==> src/rtl/pdr_pkg.sv <==
// Shared types and constants for the path deadband recorder.
// Payload structs, queue entry layout, register indexes and item kinds.
// No dependencies.
package pdr_pkg;

    localparam int COORD_BITS     = 24;
    localparam int TIME_BITS      = 32;
    localparam int PERIOD_BITS    = 32;
    localparam int MIN_DIST_BITS  = 24;
    localparam int CFG_DATA_BITS  = 32;
    localparam int CFG_INDEX_BITS = 1;

    localparam int DIFF_BITS = COORD_BITS + 1;
    localparam int SQ_BITS   = 2 * COORD_BITS + 1;
    localparam int SUM_BITS  = SQ_BITS + 2;
    localparam int MDSQ_BITS = 2 * MIN_DIST_BITS;

    localparam int QUEUE_DEPTH = 4;
    localparam int QPTR_BITS   = $clog2(QUEUE_DEPTH);
    localparam int QCNT_BITS   = $clog2(QUEUE_DEPTH + 1);

    localparam logic [PERIOD_BITS-1:0]   SAMPLE_PERIOD_RESET = PERIOD_BITS'(1000);
    localparam logic [MIN_DIST_BITS-1:0] MIN_DISTANCE_RESET  = '0;

    localparam logic [CFG_INDEX_BITS-1:0] REG_SAMPLE_PERIOD = 1'd0;
    localparam logic [CFG_INDEX_BITS-1:0] REG_MIN_DISTANCE  = 1'd1;

    localparam logic MODE_SAMPLE = 1'b0;
    localparam logic MODE_FLUSH  = 1'b1;

    localparam logic [1:0] KIND_FIRST = 2'd0;
    localparam logic [1:0] KIND_TEST  = 2'd1;
    localparam logic [1:0] KIND_FLUSH = 2'd2;

    typedef struct packed {
        logic                         mode;
        logic [TIME_BITS-1:0]         timestamp;
        logic signed [COORD_BITS-1:0] pos_x;
        logic signed [COORD_BITS-1:0] pos_y;
        logic signed [COORD_BITS-1:0] pos_z;
    } pdr_in_t;

    typedef struct packed {
        logic [TIME_BITS-1:0]         node_time;
        logic signed [COORD_BITS-1:0] node_x;
        logic signed [COORD_BITS-1:0] node_y;
        logic signed [COORD_BITS-1:0] node_z;
        logic                         end_of_run;
    } pdr_out_t;

    typedef struct packed {
        logic [1:0]                   kind;
        logic [TIME_BITS-1:0]         node_time;
        logic signed [COORD_BITS-1:0] x;
        logic signed [COORD_BITS-1:0] y;
        logic signed [COORD_BITS-1:0] z;
        logic signed [DIFF_BITS-1:0]  dx;
        logic signed [DIFF_BITS-1:0]  dy;
        logic signed [DIFF_BITS-1:0]  dz;
    } pdr_entry_t;

    typedef struct packed {
        logic exec_valid;
        logic gap_phase;
        logic gap_pending;
    } pdr_back_status_t;

endpackage

==> src/rtl/pdr_front.sv <==
// Front end: accepts items, tracks start time and kept node, classifies.
// Pushes first samples, period-qualified samples and flushes to the queue.
// Depends on pdr_pkg.
module pdr_front (
    input  logic                                clk,
    input  logic                                rst_n,
    input  logic                                in_valid,
    output logic                                in_ready,
    input  pdr_pkg::pdr_in_t                    in_data,
    input  logic [pdr_pkg::PERIOD_BITS-1:0]     sample_period,
    input  logic                                q_full,
    output logic                                push,
    output pdr_pkg::pdr_entry_t                 push_entry
);
    import pdr_pkg::*;

    logic                  started_reg, started_next;
    logic [TIME_BITS-1:0]  start_time_reg, start_time_next;
    logic [TIME_BITS-1:0]  kept_time_reg, kept_time_next;
    logic [COORD_BITS-1:0] kept_x_reg, kept_x_next;
    logic [COORD_BITS-1:0] kept_y_reg, kept_y_next;
    logic [COORD_BITS-1:0] kept_z_reg, kept_z_next;

    logic                 accept;
    logic [TIME_BITS-1:0] elapsed;
    logic [TIME_BITS-1:0] delta;
    logic                 period_hit;

    assign in_ready   = !q_full;
    assign accept     = in_valid && in_ready;
    assign elapsed    = in_data.timestamp - start_time_reg;
    assign delta      = elapsed - kept_time_reg;
    assign period_hit = PERIOD_BITS'(delta) > sample_period;

    always_comb
    begin
        started_next    = started_reg;
        start_time_next = start_time_reg;
        kept_time_next  = kept_time_reg;
        kept_x_next     = kept_x_reg;
        kept_y_next     = kept_y_reg;
        kept_z_next     = kept_z_reg;
        push            = 1'b0;

        push_entry.kind      = KIND_TEST;
        push_entry.node_time = elapsed;
        push_entry.x         = in_data.pos_x;
        push_entry.y         = in_data.pos_y;
        push_entry.z         = in_data.pos_z;
        // exact differences, sign extended by one bit
        push_entry.dx = {in_data.pos_x[COORD_BITS-1], in_data.pos_x}
                      - {kept_x_reg[COORD_BITS-1], kept_x_reg};
        push_entry.dy = {in_data.pos_y[COORD_BITS-1], in_data.pos_y}
                      - {kept_y_reg[COORD_BITS-1], kept_y_reg};
        push_entry.dz = {in_data.pos_z[COORD_BITS-1], in_data.pos_z}
                      - {kept_z_reg[COORD_BITS-1], kept_z_reg};

        if (accept)
        begin
            if (in_data.mode == MODE_FLUSH)
            begin
                push            = 1'b1;
                push_entry.kind = KIND_FLUSH;
            end
            else if (!started_reg)
            begin
                push                 = 1'b1;
                push_entry.kind      = KIND_FIRST;
                push_entry.node_time = '0;
                started_next         = 1'b1;
                start_time_next      = in_data.timestamp;
                kept_time_next       = '0;
                kept_x_next          = in_data.pos_x;
                kept_y_next          = in_data.pos_y;
                kept_z_next          = in_data.pos_z;
            end
            else if (period_hit)
            begin
                push            = 1'b1;
                push_entry.kind = KIND_TEST;
                kept_time_next  = elapsed;
                kept_x_next     = in_data.pos_x;
                kept_y_next     = in_data.pos_y;
                kept_z_next     = in_data.pos_z;
            end
        end
    end

    always_ff @(posedge clk or negedge rst_n)
    begin
        if (!rst_n)
        begin
            started_reg    <= 1'b0;
            start_time_reg <= '0;
            kept_time_reg  <= '0;
            kept_x_reg     <= '0;
            kept_y_reg     <= '0;
            kept_z_reg     <= '0;
        end
        else
        begin
            started_reg    <= started_next;
            start_time_reg <= start_time_next;
            kept_time_reg  <= kept_time_next;
            kept_x_reg     <= kept_x_next;
            kept_y_reg     <= kept_y_next;
            kept_z_reg     <= kept_z_next;
        end
    end

endmodule

==> config.mk <==
export PLATFORM = sky130hd
export DESIGN_NAME = pdr_front
export DESIGN_NICKNAME = d
export VERILOG_FILES = /design/src/rtl/pdr_pkg.sv /design/src/rtl/pdr_front.sv
export SDC_FILE = /design/constraint.sdc
export NUM_CORES = 1
export LEC_CHECK = 0
export BUFFER_PORTS_ARGS = -buffer_cell sky130_fd_sc_hd__buf_2
export CAP_MARGIN = 20
export CORE_AREA = 2 2 177 179
export CTS_BUF_LIST = sky130_fd_sc_hd__clkbuf_2
export DETAILED_ROUTE_END_ITERATION = 7
export DIE_AREA = 0 0 179 181
export PLACE_DENSITY_LB_ADDON = 0.15
export SYNTH_ARGS = -nofsm -noshare
export SYNTH_HDL_FRONTEND = slang
export SYNTH_SLANG_ARGS = --single-unit
==> constraint.sdc <==
create_clock -name clk -period 8.8 [get_ports clk]
set_input_delay 0 -clock clk [delete_from_list [all_inputs] [get_ports clk]]
set_output_delay 0 -clock clk [all_outputs]
set_load 0.01 [all_outputs]
### Yosys cells after proc, flatten, opt, wreduce, memory -nomap -nowiden

Index checks and enable logic that the tools add are counted.

* word-level logic and storage cells: 37
* output and inout port bits: 183
* register bits: 137
* bits of input ports: 141

* bitwise operators: 2
* reductions and logical operators: 5
* $lt $le $gt $ge: 1
* mux-type cells: 17
* eq/ne operators: 1
* $add $sub $neg: 5

Operators by type and width (number)
* $mux W24: 6
* $mux W32: 4
* $sub A24 B24 Y25: 3
* $sub A32 B32 Y32: 2
* $mux W34: 1
* $gt A32 B32 Y1: 1
* $reduce_and A3 Y1: 2
* $mux W1: 5
* $mux W2: 1
* $ne A2 B1 Y1 const B: 1
* $not A1 Y1: 2
* $reduce_and A2 Y1: 1
* $logic_and A1 B1 Y1: 1
* $logic_not A1 Y1: 1

### Longest topological paths before layout

* depth after elaboration: 7
* gate-level depth with buffers: 33
* gate-level depth less buffers: 31

### Worst setup path before layout

OpenSTA, ideal clock, no wires.

* path kind: reg2reg
* start point: register start_time_reg[0]
* end point: register kept_time_reg[0]
* arrival time: 5.860 ns
* stages on the path, launching flop included: 30
* buffers on the path: 2
* clock period less this slack: 5.985 ns
* data required time: 8.675 ns
* library setup time: 0.125 ns
* setup slack: 2.815 ns
* cell sequence: dfrtp_1 > ha_1 > inv_1 > fa_1 > a21oi_1 > o211ai_1 > nand4_1 > nand3b_1 > or2_2 > a21oi_1 > xnor2_1 > inv_1 > ha_1 > a21oi_1 > o21ai_0 > nor4_1 > nor3_2 > a221o_1 > a32oi_1 > o31a_1 > xnor3_1 > ha_1 > nand4_1 > nor4_1 > and3_1 > a211oi_1 > nand2_1 > buf_2 > buf_2 > mux2_2

* longest elaborated chain between the ends: 5
* elaborated cells on any way between the ends: 7
* classes of those cells: add/sub (2); order compare (1); eq/ne (1); mux (2); reduce/logical (1)

RTL lines
* start: declaration: line pdr_front.sv:18 `logic [TIME_BITS-1:0] start_time_reg, start_time_next;`
* start signal: assignment: line pdr_front.sv:103 `start_time_reg <= start_time_next;`
* $sub A32 B32 Y32 (*): line pdr_front.sv:31 `assign elapsed = in_data.timestamp - start_time_reg;`
* $sub A32 B32 Y32: line pdr_front.sv:32 `assign delta = elapsed - kept_time_reg;`
* $gt A32 B32 Y1: line pdr_front.sv:33 `assign period_hit = PERIOD_BITS'(delta) > sample_period;`
* $ne A2 B1 Y1 (no source line)
* $reduce_and A3 Y1 (no source line)
* end signal: assignment: line pdr_front.sv:104 `kept_time_reg <= kept_time_next;`
* end: declaration: line pdr_front.sv:19 `logic [TIME_BITS-1:0] kept_time_reg, kept_time_next;`

Every way passes the cells marked *; elsewhere a longest branch is shown, timed or not. The select of a mux whose other input is x is not followed.
A chain may end at the register's enable or synchronous reset.

### Final worst setup path

* start point: register start_time_reg[0]
* end point: register kept_x_reg[12]

* longest elaborated chain between the ends: 5

RTL lines
* $sub A32 B32 Y32: line pdr_front.sv:31
* $sub A32 B32 Y32: line pdr_front.sv:32
* $gt A32 B32 Y1: line pdr_front.sv:33
* $ne A2 B1 Y1 (no source line)
* $reduce_and A3 Y1 (no source line)
* end signal: assignment: line pdr_front.sv:105 `kept_x_reg <= kept_x_next;`
* end: declaration: line pdr_front.sv:20 `logic [COORD_BITS-1:0] kept_x_reg, kept_x_next;`

Every way passes these cells.

==> out/qor.yml <==
outcome:
  outcome: "complete, no violations"
critical_path:
  critPathMaxFanout: 49
  critPathTopFamily: "simple AND/OR/NAND/NOR gates"
  arrival_ps: 7970
  crit_required_ps: 9430
  cp_slowest_stage_delay_ps: 560
  cp-start-kind: "flip-flop"
  crit_top_cell: "ha_1"
  setup.worst_path.end_class: "flip-flop"
  cp_slowest_cell: "nand2_4"
  crit_buf_inv: 3
  path_class: "flip-flop to flip-flop"
die:
  rows: 64
  die_x_um: 179
  initial_utilization: 0.4457
  die_h_um: 181
  dieArea_mm2: 0.03240
  coreArea_mm2: 0.03035
  pin_count: 324
detailed_routing:
  routedWlPerCell_um: 14.90
  drc_errors: 0
  drt_wl_total_mm: 36.79
  antenna_left: 0
  drtIter0Drc: 547
  routed_via_density: 5.107
  drtPass1Iterations: 7
  vias: 12610
timing:
  tns_ps: 0
  fmax_ghz: 0.1361
  worstMarginPinSlew_ps: 861.5
  fin_crit_ps: 7347
  finalSetupViolations: 0
  max_slew_margin: 0.4257
  finClkSkew_ps: 48.87
  hold_violations: 0
  rsz0062_at_grt: "false"
  setup_ws_ps: 1453
  period_share: 0.8348
  slew_violations: 0
power:
  ir_drop_mv: 0.09638
  power_density_mw_per_mm2: 294.7
  p_leak_uw: 0.008844
clock_tree:
  clkLatencyLatePin_ps: 750
  ctsLongestPathBuffers: 2
  clkSlewWorstSetupHoldPaths_ps: 230
  cts_made_buffers: 17
  cts_tree: "done"
  cts_sinks: 137
  clockRootBuffer: "clkbuf_2"
  cts-resized-gates: 0
  htreeDepth: 4
hold_path:
  hp-class: "primary input to flip-flop"
synthesis:
  async_flop_share: 1.000
  yosys.area_share.adder: 0.1610
  synth_mux_area_frac: 0.06133
  synth-simple-area-share: 0.1402
  yosys.cell_types.count: 73
  yosysTopAreaCellShare: 0.2535
  ys.flop_type: "dfrtp_1"
  ys_seq_area_frac: 0.2535
  avgSynthCellArea_um2: 8.242
  syn_area_mm2: 0.01353
  ys_warn_count: 0
  synth_top_family_by_area: "compound AO/OA/AOI/OAI gates"
  synth-xor-area-share: 0.07216
  ys_ff_latch: 137
  yosysTopAreaCell: "dfrtp_1"
  synth_compound_area_frac: 0.2006
  synth_edf_count: 0
  syn_inst: 1641
  syn-num-nets: 1953
  ys_top_cells_by_area: "dfrtp_1 (25%), ha_1 (15%), inv_1 (6.0%)"
global_route:
  grt_pass1_wl_mm: 58.39
  grt_use_total: 0.2242
  grt_max_degree: 95
  antenna_found_initial: 2
  grt-ovfl-total: 0
  grt_pass1_vias: 12050
layout:
  drive_gt1_frac: 0.2172
  nets: 2371
  areaGrowthSynthToFinish_pct: 25.99
  design_area_mm2: 0.01704
  fillers: 2878
  utilization: 0.5615
placed_design:
  dpl_worst_slack_ps: 1485
  dpl.hpwl_mm: 28.39
  postPlaceCellArea_mm2: 0.01501
  port-buffer-count: 323
  place_congestion: 0.9024
run:
  maxCapViolCount: 0
[power by group]
part,leakage [µW],internal [µW],total [µW],switching (µW)
sequential,0.00160,859,968,108
clock,0.000132,127,384,257
combinational,0.00711,1670,3670,2000
total,0.00884,2650,5020,2370
[logic make-up after synthesis]
family                     count (synthesis)
AOI/OAI and AO/OA                        426
xor gates and xnor gates                 109
adders and majority gates                171
buffers and inverters                    324
DFF                                      137
muxes                                     74
and+or+nand+nor                          400
[area by class of cell]
cell class,instances,area (µm²),area share
Multi-Input combinational cell,1180,8605,0.5049
Timing Repair Buffer,506,3475,0.2039
Sequential cell,137,3428,0.2012
Inverter,217,814.5,0.04780
Tap cell,396,495.5,0.02907
Clock inverter,14,131.4,0.007709
Clock buffer,18,90.09,0.005286
Antenna cell,1,2.502,0.0001468
[worst register-to-register path: cells and delay by family, from the launching register on]
family                   cells  cell delay, ps
AO/OA/AOI/OAI                8            1610
XOR/XNOR                     2             370
adder cells (fa/ha/maj)      4            1250
buffers and inverters        3             560
flip-flops                   1             400
multiplexers                 1             380
AND/OR/NAND/NOR             11            2700
[layer usage]
metal | routed length, µm | track usage | up-vias
met1 | 16800 | 0.2831 | 5811
met5 | 10 | 0 | -
li1 | - | - | 6423
met3 | 1669 | 0.03430 | 52
met2 | 17530 | 0.3912 | 322
met4 | 773 | 0.06634 | 2
[worst paths after layout]
check / from / endpoint / slack [ps] / cells past startpoint
max in group asynchronous: rst_n / kept_x_reg[12] / 7680 / 4
hold / removal: in_data[26] / kept_y_reg[2] / 70 / 3
hold reg to reg: kept_time_reg[28] / kept_time_reg[28] / 500 / 2
setup / recovery: start_time_reg[0] / kept_x_reg[12] / 1450 / 29
setup reg to reg: start_time_reg[0] / kept_x_reg[12] / 1450 / 29
min in group asynchronous: rst_n / start_time_reg[16] / 370 / 4
[synthesized netlist by cell type, types with 6 or more instances]
| cell | number |
|---|---|
| a21o_1 | 66 |
| xnor2_1 | 75 |
| a21oi_1 | 108 |
| o31ai_1 | 11 |
| mux2_2 | 71 |
| and2_1 | 6 |
| a211oi_1 | 13 |
| a31oi_1 | 7 |
| nand4_1 | 15 |
| nor3_1 | 16 |
| nor2b_1 | 35 |
| nand2b_1 | 17 |
| xor2_1 | 32 |
| inv_1 | 217 |
| ha_1 | 166 |
| buf_2 | 9 |
| and3_1 | 16 |
| dfrtp_1 | 137 |
| o21bai_1 | 11 |
| o211ai_1 | 10 |
| nor2_1 | 107 |
| clkbuf_1 | 22 |
| o21a_1 | 23 |
| o21ai_0 | 125 |
| nand3_1 | 23 |
| buf_4 | 74 |
| nand2_1 | 139 |
[placed cells by master, fill, tap and decap left out, types with 23 or more instances in the layout]
cell type	Yosys	final
xor2_1	32	32
dlygate4sd3_1	0	178
nor2_1	107	107
o21ai_0	125	125
nand2_1	139	138
inv_1	217	217
xnor2_1	75	75
mux2_2	71	71
ha_1	166	166
a21oi_1	108	108
o21a_1	23	23
a21o_1	66	66
buf_2	9	322
nand3_1	23	23
dfrtp_1	137	137
nor2b_1	35	35
[timing repair]
action	CTS	global route
hold endpoints to repair	211	2
endpoints found under the setup margin	0	0
hold buffers	177	2
setup buffers	0	0
[metrics by stage]
stage                     hold slack [ps]  power, µW  instances
after floorplan                    -295.6       3588       1641
after global placement              94.94       4526       2257
after detailed placement            103.6       4595       2257
after CTS                          0.8030       5060       2466
after global routing                3.107       5537       2469
final                               74.45       5022       2469
(Power assumes the default switching activity.)
