File: src/rtl/pdr_pkg.sv
// Shared types and constants for the path deadband recorder.
// Payload structs, queue entry layout, register indexes and item kinds.
// No dependencies.
package pdr_pkg;

    localparam int COORD_BITS     = 24;
    localparam int TIME_BITS      = 32;
    localparam int PERIOD_BITS    = 32;
    localparam int MIN_DIST_BITS  = 24;
    localparam int CFG_DATA_BITS  = 32;
    localparam int CFG_INDEX_BITS = 1;

    localparam int DIFF_BITS = COORD_BITS + 1;
    localparam int SQ_BITS   = 2 * COORD_BITS + 1;
    localparam int SUM_BITS  = SQ_BITS + 2;
    localparam int MDSQ_BITS = 2 * MIN_DIST_BITS;

    localparam int QUEUE_DEPTH = 4;
    localparam int QPTR_BITS   = $clog2(QUEUE_DEPTH);
    localparam int QCNT_BITS   = $clog2(QUEUE_DEPTH + 1);

    localparam logic [PERIOD_BITS-1:0]   SAMPLE_PERIOD_RESET = PERIOD_BITS'(1000);
    localparam logic [MIN_DIST_BITS-1:0] MIN_DISTANCE_RESET  = '0;

    localparam logic [CFG_INDEX_BITS-1:0] REG_SAMPLE_PERIOD = 1'd0;
    localparam logic [CFG_INDEX_BITS-1:0] REG_MIN_DISTANCE  = 1'd1;

    localparam logic MODE_SAMPLE = 1'b0;
    localparam logic MODE_FLUSH  = 1'b1;

    localparam logic [1:0] KIND_FIRST = 2'd0;
    localparam logic [1:0] KIND_TEST  = 2'd1;
    localparam logic [1:0] KIND_FLUSH = 2'd2;

    typedef struct packed {
        logic                         mode;
        logic [TIME_BITS-1:0]         timestamp;
        logic signed [COORD_BITS-1:0] pos_x;
        logic signed [COORD_BITS-1:0] pos_y;
        logic signed [COORD_BITS-1:0] pos_z;
    } pdr_in_t;

    typedef struct packed {
        logic [TIME_BITS-1:0]         node_time;
        logic signed [COORD_BITS-1:0] node_x;
        logic signed [COORD_BITS-1:0] node_y;
        logic signed [COORD_BITS-1:0] node_z;
        logic                         end_of_run;
    } pdr_out_t;

    typedef struct packed {
        logic [1:0]                   kind;
        logic [TIME_BITS-1:0]         node_time;
        logic signed [COORD_BITS-1:0] x;
        logic signed [COORD_BITS-1:0] y;
        logic signed [COORD_BITS-1:0] z;
        logic signed [DIFF_BITS-1:0]  dx;
        logic signed [DIFF_BITS-1:0]  dy;
        logic signed [DIFF_BITS-1:0]  dz;
    } pdr_entry_t;

    typedef struct packed {
        logic exec_valid;
        logic gap_phase;
        logic gap_pending;
    } pdr_back_status_t;

endpackage

File: src/rtl/pdr_queue.sv
// Short FIFO between front end and back end.
// Register file of QUEUE_DEPTH entries with read and write pointers.
// Depends on pdr_pkg.
module pdr_queue (
    input  logic                clk,
    input  logic                rst_n,
    input  logic                push,
    input  pdr_pkg::pdr_entry_t push_entry,
    input  logic                pop,
    output logic                q_full,
    output logic                q_valid,
    output pdr_pkg::pdr_entry_t head_entry
);
    import pdr_pkg::*;

    pdr_entry_t           entry_reg [QUEUE_DEPTH];
    logic [QPTR_BITS-1:0] wr_ptr_reg, wr_ptr_next;
    logic [QPTR_BITS-1:0] rd_ptr_reg, rd_ptr_next;
    logic [QCNT_BITS-1:0] count_reg, count_next;

    assign q_full     = count_reg == QCNT_BITS'(QUEUE_DEPTH);
    assign q_valid    = count_reg != '0;
    assign head_entry = entry_reg[rd_ptr_reg];

    always_comb
    begin
        wr_ptr_next = wr_ptr_reg;
        rd_ptr_next = rd_ptr_reg;
        count_next  = count_reg;
        if (push)
        begin
            wr_ptr_next = (wr_ptr_reg == QPTR_BITS'(QUEUE_DEPTH - 1)) ? '0
                        : wr_ptr_reg + 1'b1;
        end
        if (pop)
        begin
            rd_ptr_next = (rd_ptr_reg == QPTR_BITS'(QUEUE_DEPTH - 1)) ? '0
                        : rd_ptr_reg + 1'b1;
        end
        if (push && !pop)
        begin
            count_next = count_reg + 1'b1;
        end
        else if (pop && !push)
        begin
            count_next = count_reg - 1'b1;
        end
    end

    always_ff @(posedge clk)
    begin
        if (push)
        begin
            entry_reg[wr_ptr_reg] <= push_entry;
        end
    end

    always_ff @(posedge clk or negedge rst_n)
    begin
        if (!rst_n)
        begin
            wr_ptr_reg <= '0;
            rd_ptr_reg <= '0;
            count_reg  <= '0;
        end
        else
        begin
            wr_ptr_reg <= wr_ptr_next;
            rd_ptr_reg <= rd_ptr_next;
            count_reg  <= count_next;
        end
    end

endmodule

File: config.mk
export PLATFORM = sky130hd
export DESIGN_NAME = pdr_queue
export DESIGN_NICKNAME = d
export VERILOG_FILES = /design/src/rtl/pdr_pkg.sv /design/src/rtl/pdr_queue.sv
export SDC_FILE = /design/constraint.sdc
export NUM_CORES = 1
export LEC_CHECK = 0
export ABC_CLOCK_PERIOD_IN_PS = 6820
export BUFFER_PORTS_ARGS = -buffer_cell sky130_fd_sc_hd__buf_2
export CAP_MARGIN = 20
export CELL_PAD_IN_SITES_DETAIL_PLACEMENT = 1
export CELL_PAD_IN_SITES_GLOBAL_PLACEMENT = 2
export CORE_MARGIN = 5
export CORE_UTILIZATION = 45
export DETAILED_ROUTE_END_ITERATION = 12
export HOLD_SLACK_MARGIN = 0.08
export PLACE_DENSITY = 0.81
export SLEW_MARGIN = 20
export SYNTH_ARGS = -nofsm -noshare
export SYNTH_HDL_FRONTEND = slang
export SYNTH_SLANG_ARGS = --single-unit
File: constraint.sdc
create_clock -name clk -period 6.82 [get_ports clk]
set_clock_uncertainty 0.1 [all_clocks]
set_input_delay 0.682 -clock clk [delete_from_list [all_inputs] [get_ports clk]]
set_output_delay 0.682 -clock clk [all_outputs]
set_load 0.05 [all_outputs]
After elaboration in Yosys (flattened, before gate mapping) --
Memories as Yosys holds them, arrays and structs flattened. Cells that the tools add are included.
Cells by class: add/subtract/negate cells 4, multiply operators 0, divide/modulo/power cells 0, order comparisons 0, equal/unequal tests 3, shifts and indexed selects 0, multiplexer cells 6, bitwise logic cells 0, reduce and logical (&&, ||, !) cells 6
Operators with widths (number):
- 3-bit 2-to-1 mux | 2
- 2-bit by 1-bit adder with 2-bit output (second input constant) | 2
- 2-bit equality test (second input constant) | 2
- 2-bit 2-to-1 mux | 2
- 3-bit by 1-bit adder with 3-bit output (second input constant) | 1
- 3-bit equality test (second input constant) | 1
- 3-bit nonzero test | 1
- 3-bit by 1-bit subtractor with 3-bit output (second input constant) | 1
- 1-bit logical AND | 2
- 1-bit zero test | 2
- 1-bit 2-to-1 mux | 2
- 2-bit nonzero test | 1
Storage, ports and cells: bits in registers 7, bits in latches 0, memory bits (writable) 724, memory bits (read-only) 0, input port bits 185, output and inout bits 183, logic and storage cells 23, memories 1
Memories:
- entry_reg | depth 4, bits a word 181, rd ports 1, clocked after memory_dff 0, write ports 1, RTL line pdr_queue.sv:16 | pdr_entry_t entry_reg [QUEUE_DEPTH];

Logic depth before layout (Yosys ltp) --
Gate-level depths: netlist of the first run.
depth in word-level cells 4, gate-level depth with buffers 7, gate-level depth less buffers 7

Worst setup path before layout of the first run --
OpenSTA, ideal clock, no wires.
kind in2reg, from input push, to memory entry_reg[2][0] (netlist bit) (enable), setup time 562 ps, arrival 4796 ps, data required time 6158 ps, path slack 1361 ps, cell stages on the path 1, buffers on the path 0, cell sequence and2_1
On the way: longest elaborated chain between the ends 2
Ends and longest elaborated chain:
- from (decl) | RTL line pdr_queue.sv:7 | input logic push,
- 1-bit 2-to-1 mux | RTL line pdr_queue.sv:52 | if (push)
- 1-bit 2-to-1 mux (implied by the code) | RTL line pdr_queue.sv:54 | entry_reg[wr_ptr_reg] <= push_entry;
- to (decl) | RTL line pdr_queue.sv:16
No other way between the ends.

==> results of run 1 <==
## worst max-delay path: cells and delay by family, from the launching register on
kind | cells | cell delay [ps]
multiplexers | 1 | 640
buffers and inverters | 3 | 1010
flip-flops | 1 | 740
## stage by stage
stage	util [%]	power [W]	worst slack, ps	hold slack (ps)	instance area (um2)
2_1_floorplan	-	0.0109	1360	286	26700
3_3_place_gp	49.6	0.0119	3480	378	29200
3_5_place_dp	49.6	0.0120	3430	411	29200
4_1_cts	53.6	0.0160	2740	132	31600
5_1_grt	53.7	0.0164	2540	148	31600
6_report	53.7	0.0158	2780	185	31600
## power groups by stage
stage,Clock (W),Combinational [W],Sequential [W]
6_report,0.00391,0.00587,0.00597
3_5_place_dp,0,0.00595,0.00608
4_1_cts,0.00403,0.00598,0.00599
2_1_floorplan,0,0.00478,0.00608
5_1_grt,0.00424,0.00613,0.00603
3_3_place_gp,0,0.00591,0.00601
## routing by layer
metal | global-route usage, % | up-vias | routed length [um]
li1 | - | 5140 | -
met1 | 23.2 | 6410 | 22400
met2 | 28.8 | 366 | 29000
met3 | 4.50 | 91 | 3580
met4 | 4.84 | 8 | 1140
met5 | 0 | - | 55
## final cells by class
type / instances / share of cell area, %
Clock buffer: 97 / 6.40
Sequential cell: 731 / 69.3
Timing Repair Buffer: 383 / 6.46
Inverter: 4 / 0.0475
Tap cell: 773 / 3.06
Antenna cell: 8 / 0.0633
Multi-Input combinational cell: 207 / 13.6
Clock inverter: 39 / 1.05
## logic make-up (layout without fill, tap and decap cells)
logic type / Yosys count / after routing / synth area share (%)
flip-flops: 731 / 731 / 82.1
AND/OR/NAND/NOR: 11 / 11 / 0.216
AO/OA/AOI/OAI: 2 / 2 / 0.0375
buffers and inverters: 45 / 523 / 1.74
other: 0 / 8 / 0
XOR/XNOR: 3 / 3 / 0.0985
multiplexers: 184 / 184 / 15.4
adder cells (fa/ha/maj): 7 / 7 / 0.356
## what timing repair did
item                      in CTS  in global routing
hold buffers                   1                  0
hold endpoints to repair       7                  0
setup buffers                  0                  0
## Yosys cell counts
| master | number | share of area (%) |
|---|---|---|
| sky130_fd_sc_hd__and2_1 | 4 | 0.094 |
| sky130_fd_sc_hd__buf_12 | 11 | 0.83 |
| sky130_fd_sc_hd__buf_2 | 15 | 0.28 |
| sky130_fd_sc_hd__buf_4 | 1 | 0.028 |
| sky130_fd_sc_hd__buf_6 | 2 | 0.084 |
| sky130_fd_sc_hd__buf_8 | 7 | 0.39 |
| sky130_fd_sc_hd__clkbuf_1 | 5 | 0.070 |
| sky130_fd_sc_hd__dfrtp_1 | 7 | 0.66 |
| sky130_fd_sc_hd__edfxtp_1 | 724 | 81 |
| sky130_fd_sc_hd__fa_1 | 1 | 0.075 |
| sky130_fd_sc_hd__ha_1 | 6 | 0.28 |
| sky130_fd_sc_hd__inv_1 | 4 | 0.056 |
| sky130_fd_sc_hd__mux2_2 | 3 | 0.13 |
| sky130_fd_sc_hd__mux4_2 | 181 | 15 |
| sky130_fd_sc_hd__nand2_1 | 2 | 0.028 |
| sky130_fd_sc_hd__nor2_1 | 3 | 0.042 |
| sky130_fd_sc_hd__nor3b_1 | 1 | 0.028 |
| sky130_fd_sc_hd__o21ai_0 | 2 | 0.038 |
| sky130_fd_sc_hd__or3_1 | 1 | 0.023 |
| sky130_fd_sc_hd__xnor2_1 | 1 | 0.033 |
| sky130_fd_sc_hd__xor2_1 | 2 | 0.066 |
## worst min-delay path by stage
stage	from	to	slack (ps)	cells after the start
after global placement	count_reg[2]$_DFFE_PN0P_	count_reg[2]$_DFFE_PN0P_	380	1
after floorplan	rst_n	count_reg[0]$_DFFE_PN0P_	290	0
final	push_entry[161]	entry_reg[3][161]$_DFFE_PP_	180	1
after global routing	push_entry[161]	entry_reg[2][161]$_DFFE_PP_	150	1
after detailed placement	count_reg[2]$_DFFE_PN0P_	count_reg[2]$_DFFE_PN0P_	410	1
after CTS	push_entry[139]	entry_reg[2][139]$_DFFE_PP_	130	1
==> results list, run 1 <==
* Post-layout instance count excluding filler cells: 2242
- Register-to-register setup slack: 4000 ps
- Worst setup EP type: output port
- After synthesis the cells add up to 26700 um2.
- Max-cap violations: 0
- Distinct cell type count of the synthesized netlist: 21
- Detailed-route wire length per cell: 25.1 um
- Placeable core area: 58900 um2
* Int Power: 0.00971 W
* Proportion of layout cells with a drive suffix above 1: 46.1%
- Vias in the first global route: 13105
- The clock net in this run drives a total of 731 sinks.
- Share of the cycle needed by the critical path after routing: 59.2%
- Maximum ir drop on the vdd rail: between 300 and 400 uV
* Largest net degree at the start of global routing: between 100 and 150
- Summing all multi-input logic gate instances after layout gives 4310 um2.
- The first detailed-routing pass ran for 5 iterations.
- For the worst-skew pair, the clock arrives at the later sink with an insertion delay of 610 ps.
- The detailed router placed 12015 vias in this run.
- Clock transition time at the flip-flop clock pins of the worst setup and hold paths: 60 ps
* Combinational fraction of design power: around 37%
* Reg area: 21900 um2
- For the final routed database, the setup TNS stands at 0 ps.
- For this design the static power due to leakage is 10.7 nW.
- Overall die width: about 250 um
- Clock buffer count from CTS: 75
- Initial antenna violation count: 13
- Measured against its own limit, the worst slew margin works out to a little over a third.
- HP Class: input pin to flip-flop
* Area added between synthesis and finish: 18.6%
* Termination of the worst setup path: head_entry[41]
* Top Ports: 368
* Sequential fraction of design power: a little under two fifths
- The filler cells instantiated in the layout total 5143.
- DIE AREA: 64300 um2
- Clock tree synthesis selected as its root buffer the cell sky130_fd_sc_hd__clkbuf_16.
- TritonCTS built the clock tree.
* Initial standard-cell utilization of the core: 45.3%
- In this run the tool buffered the top-level ports with 367 buffer cells.
- The first global-routing pass estimated approximately 84000 um of wire.
* Number of pins exceeding their max-slew limit in the final report: 0
- The total overflow left after global routing is 0.
- Switching Power: approximately 0.006 W
- The worst setup path is launched from a flip-flop.
- Setup repair after global routing left no endpoint under its margin.
- Net switching is 38.4% of the power.
- Placed cell count: 2096
- Number of H-tree branching levels: 3
- Maximum frequency from static timing analysis: 0.248 GHz
- For this run, the slowest stage of the critical path takes 740 ps.
* Average cell area after synthesis: 27.1 um2
- Data arrival time of the worst path: roughly 3300 ps
* Routability congestion estimate from global placement: 0.726
- Die H: 253 um
* Run status: finished, final reports clean
- DRC viols: 0
- The endpoint identified for the worst register-to-register timing path is entry_reg[0][77]$_DFFE_PP_.
- When the netlist entered floorplanning its net count stood at 1175.
- The detailed router finished its first iteration with between 600 and 700 violations.
* Share of synthesized area occupied by flip-flops and latches: 82.1%
* Slowest cell on crit path: sky130_fd_sc_hd__dfrtp_4
* Row Count: between 80 and 90
- In this run, the clock network consumes 24.8% of the power.
- After technology mapping, the gate count stands at 983.
* Number of hold-slack violations in the final timing report: 0
- PD cells: approximately 500 nW/um2
- Max FFs per register: 724
- Final-stage net count: 1594
- Post-synthesis sequential element count: 731
- Top library cells by usage in the layout, fill and taps aside: sky130_fd_sc_hd__edfxtp_1 (724), sky130_fd_sc_hd__buf_2 (367), sky130_fd_sc_hd__mux4_2 (181)
- Routed Antenna Nets: 0
* Total wire length: between 50000 and 60000 um
- In this run the worst setup path begins at rd_ptr_reg[0]$_DFFE_PN0P_.
- The worst register-to-register path begins at wr_ptr_reg[0]$_DFFE_PN0P_.
* Synth warn: 0
- The worst register-to-register path has a depth of 4.
- In the routed layout, each cell is associated on average with a via count of 5.36.
- The library cell used most frequently in the layout, excluding fill and tap cells, is sky130_fd_sc_hd__edfxtp_1.
* List of cells traversed by the critical path: buf_12, buf_16, mux4_2, buf_2
* Transition time at the pin with the least slew margin: 967 ps
- Setup violations remaining at the end of the flow were counted as 0.
- Buffers from clock root to sink, at most: 3
* Post-layout min period: around 4000 ps
- Summed over all nets, the half-perimeter wirelength after detailed placement is 33800 um.
- Data required time at the worst endpoint: 6040 ps
- Global router's overall resource usage: 17.4%
* Setup Crit Path Kind: flip-flop to output port
* Maximum fanout along the worst path: 78
* # resized after CTS: 0
Power figures use the tool's default switching activity.
==> run 2: changes to the inputs <==
--- a/config.mk
+++ b/config.mk
@@ -5,16 +5,16 @@
 export SDC_FILE = /design/constraint.sdc
 export NUM_CORES = 1
 export LEC_CHECK = 0
-export ABC_CLOCK_PERIOD_IN_PS = 6820
+export ABC_CLOCK_PERIOD_IN_PS = 3700
 export BUFFER_PORTS_ARGS = -buffer_cell sky130_fd_sc_hd__buf_2
 export CAP_MARGIN = 20
 export CELL_PAD_IN_SITES_DETAIL_PLACEMENT = 1
 export CELL_PAD_IN_SITES_GLOBAL_PLACEMENT = 2
 export CORE_MARGIN = 5
-export CORE_UTILIZATION = 45
+export CORE_UTILIZATION = 41
 export DETAILED_ROUTE_END_ITERATION = 12
 export HOLD_SLACK_MARGIN = 0.08
-export PLACE_DENSITY = 0.81
+export PLACE_DENSITY = 0.78
 export SLEW_MARGIN = 20
 export SYNTH_ARGS = -nofsm -noshare
 export SYNTH_HDL_FRONTEND = slang
==> constraint.sdc (replaced) <==
create_clock -name clk -period 3.7 [get_ports clk]
set_clock_uncertainty 0.1 [all_clocks]
set_input_delay 0.37 -clock clk [delete_from_list [all_inputs] [get_ports clk]]
set_output_delay 0.37 -clock clk [all_outputs]
set_load 0.05 [all_outputs]
==> run 2 against run 1 <==
Against the previous run:
- final cell count grew 12%
- via count grew 6.5%
- hold slack gained 210 ps
- first-iteration DRC count grew 13%
- design area grew 7.2%
- utilization shrank 1.1 points
- worst setup slack lost 2100 ps
- critical path type unchanged
==> results list, run 2 (same netlist as run 1, synthesis figures left out) <==
- Run status: finished, final reports clean (unchanged)
* Pleak: 11.6 nW (was 10.7 nW)
* HP Class: flip-flop to flip-flop (was input pin to flip-flop)
- # resized after CTS: 0 (unchanged)
- Max FFs per register: 724 (unchanged)
* Initial antenna violation count: 7 (was 13)
- The amount of wire on met3 after detailed routing came to 4190 um (was 3580 um).
- Top Ports: 368 (unchanged)
- The total negative setup slack is 0 ps (unchanged).
- The net total in the final layout came to 1797 (was 1594).
- The average wire per cell in the routed design is 24.1 um (was 25.1 um).
* Number of hold-slack violations in the final timing report: 0 (unchanged)
* Maximum single-stage delay on the critical path: 640 ps (was 740 ps)
- PD cells: 873 nW/um2 (was 498 nW/um2)
* Final instance area: 33900 um2 (was 31600 um2)
* Die H: 265 um (was 253 um)
* Kind of launch point of the worst setup path: flip-flop (unchanged)
* Wire length on met1: 23900 um (was 22400 um)
- The worst-margin pin slew was 734 ps (was 967 ps).
- The global-route wire length before repair was 92100 um (was 84200 um).
- The highest routing layer actually used was met5 (unchanged).
* Placeable core area: 64500 um2 (was 58900 um2)
* Number of H-tree branching levels: 3 (unchanged)
* Setup Crit Path Kind: flip-flop to output port (unchanged)
- Initial standard-cell utilization of the core: 41.4% (was 45.3%)
* Clock latency at the later pin of the worst-skew pair: 580 ps (was 610 ps)
- The family of cells with the greatest summed delay on the critical path was buffers and inverters (unchanged).
- Post-layout min period: 3060 ps
* CTS Root Buffer Type: sky130_fd_sc_hd__clkbuf_16 (unchanged)
- Share of the cycle needed by the critical path after routing: slightly above 80%
* Post-detail-place hpwl: 36400 um (was 33800 um)
* Data arrival time of the worst path: 2590 ps (was 3260 ps)
- The worst hold slack was 398 ps (was 185 ps).
* Worst setup EP type: output port (unchanged)
* Post-CTS setup-driven buffer insertion count: 0 (unchanged)
* Placed cell count: 2195 (was 2096)
- The CTS tree was done (unchanged).
- Port-buffer cells: 367 (unchanged)
- Largest net degree at the start of global routing: 92 (was 117)
- # fillers: 5740 (was 5143)
* Cell area reported after detailed placement: 29600 um2 (was 29200 um2)
- The via count of the routed design came to 12794 (was 12015).
- Routability congestion estimate from global placement: 0.712 (was 0.726)
- The number of maximum-capacitance constraint violations is 0 (unchanged).
- Total wire length: 60700 um (was 56200 um)
* Maximum frequency from static timing analysis: 0.327 GHz
- Maximum ir drop on the vdd rail: 551 uV (was 390 uV)
- The number of buffers on the longest clock path is 3 (unchanged).
- The count of final setup violators is 0 (unchanged).
- Vias in the first global route: 14562 (was 13105)
* Top library cells by usage in the layout, fill and taps aside: sky130_fd_sc_hd__edfxtp_1 (724), sky130_fd_sc_hd__buf_2 (367), sky130_fd_sc_hd__dlygate4sd3_1 (186) (was sky130_fd_sc_hd__edfxtp_1 (724), sky130_fd_sc_hd__buf_2 (367), sky130_fd_sc_hd__mux4_2 (181))
- Sinks on Clock Net: 731 (unchanged)
- Post-layout instance count excluding filler cells: 2522 (was 2242)
- List of cells traversed by the critical path: buf_12, buf_4, mux4_2, buf_2 (was buf_12, buf_16, mux4_2, buf_2)
- The number of nets still failing antenna checks after routing is 0 (unchanged).
- The total global-route track usage was 17.3% (was 17.4%).
* Drt via density: 5.07 (was 5.36)
* Buffers and inverters on the worst path: 3 (unchanged)
- Row Count: 93 (was 89)
- Data required time at the worst endpoint: 3230 ps (was 6040 ps)
- The area of the die came to 70300 um2 (was 64300 um2).
* Setup repair after global routing missed its margin: false (unchanged)
* Met2 layer wire length in the routed design: 31200 um (was 29000 um)
- DRC viols: 0 (unchanged)
* Maximum fanout along the worst path: 20 (was 78)
* Gr ovfl total: 0 (unchanged)
* Number of search-and-repair iterations in the first detailed-routing pass: 4 (was 5)
- The remaining max-slew budget at the tightest pin was 51.1% (was 35.5%).
- Slowest cell on crit path: sky130_fd_sc_hd__dfrtp_4 (unchanged)
* Clock buffer count from CTS: 77 (was 75)
- Overall die width: 265 um (was 253 um)
* Area added between synthesis and finish: 27.1% (was 18.6%)
- The violation count after the first detailed-routing iteration is 786 (was 694).
* Proportion of layout cells with a drive suffix above 1: 41.9% (was 46.1%)
- Leading cell type in the layout, fill and taps excluded: sky130_fd_sc_hd__edfxtp_1 (unchanged)
* Number of pins exceeding their max-slew limit in the final report: 0 (unchanged)
- The clock transition time at the flip-flop clock pins of the worst setup and hold paths was 60 ps (about the same).
run 2: path summary, 6_finish.rpt:
check / from / endpoint / slack, ps / cells past startpoint
worst max register to register: wr_ptr_reg[0]$_DFFE_PN0P_ / entry_reg[2][111]$_DFFE_PP_ / 1580 / 4
max in group asynchronous: rst_n / wr_ptr_reg[0]$_DFFE_PN0P_ / 1900 / 4
worst min register to register: count_reg[2]$_DFFE_PN0P_ / count_reg[2]$_DFFE_PN0P_ / 400 / 1
min in group asynchronous: rst_n / rd_ptr_reg[1]$_DFFE_PN0P_ / 670 / 3
worst max-delay path: rd_ptr_reg[0]$_DFFE_PN0P_ / head_entry[65] / 640 / 4
worst min-delay path: count_reg[2]$_DFFE_PN0P_ / count_reg[2]$_DFFE_PN0P_ / 400 / 1
run 2: cell type report:
class	instances	area, um2	area share, %
Sequential cell	731	21900	64.7
Multi-Input combinational cell	207	4310	12.7
Timing Repair Buffer	584	4170	12.3
Clock buffer	94	2030	6.00
Tap cell	855	1070	3.16
Clock inverter	44	370	1.09
Inverter	4	15.0	0.0443
Antenna cell	3	7.51	0.0221
run 2: power by group:
part	total, W	internal, W	switching [W]
Sequential	0.0111	0.0106	0.000475
Combinational	0.0112	0.00342	0.00779
Clock	0.00730	0.00426	0.00304
Total	0.0296	0.0183	0.0113
run 2: metal layers:
metal  track usage, %  vias to the layer above
met2             29.6                      393
met4             4.46                        8
li1                 -                     5534
met5                0                        -
met3             5.25                       99
met1             21.7                     6760
run 2: per-stage QoR:
step	power, W	util (%)	setup WS (ps)
after floorplan	0.0199	-	317
after global placement	0.0223	46.0	1220
after detailed placement	0.0224	46.0	1200
after CTS	0.0300	52.6	535
after global routing	0.0309	52.6	467
final	0.0296	52.6	637
run 2: timing repair:
action / 4_1_cts / 5_1_grt
hold buffers: 186 / 0
endpoints found under the hold margin: 735 / 0
endpoints found under the setup margin: 0 / 0
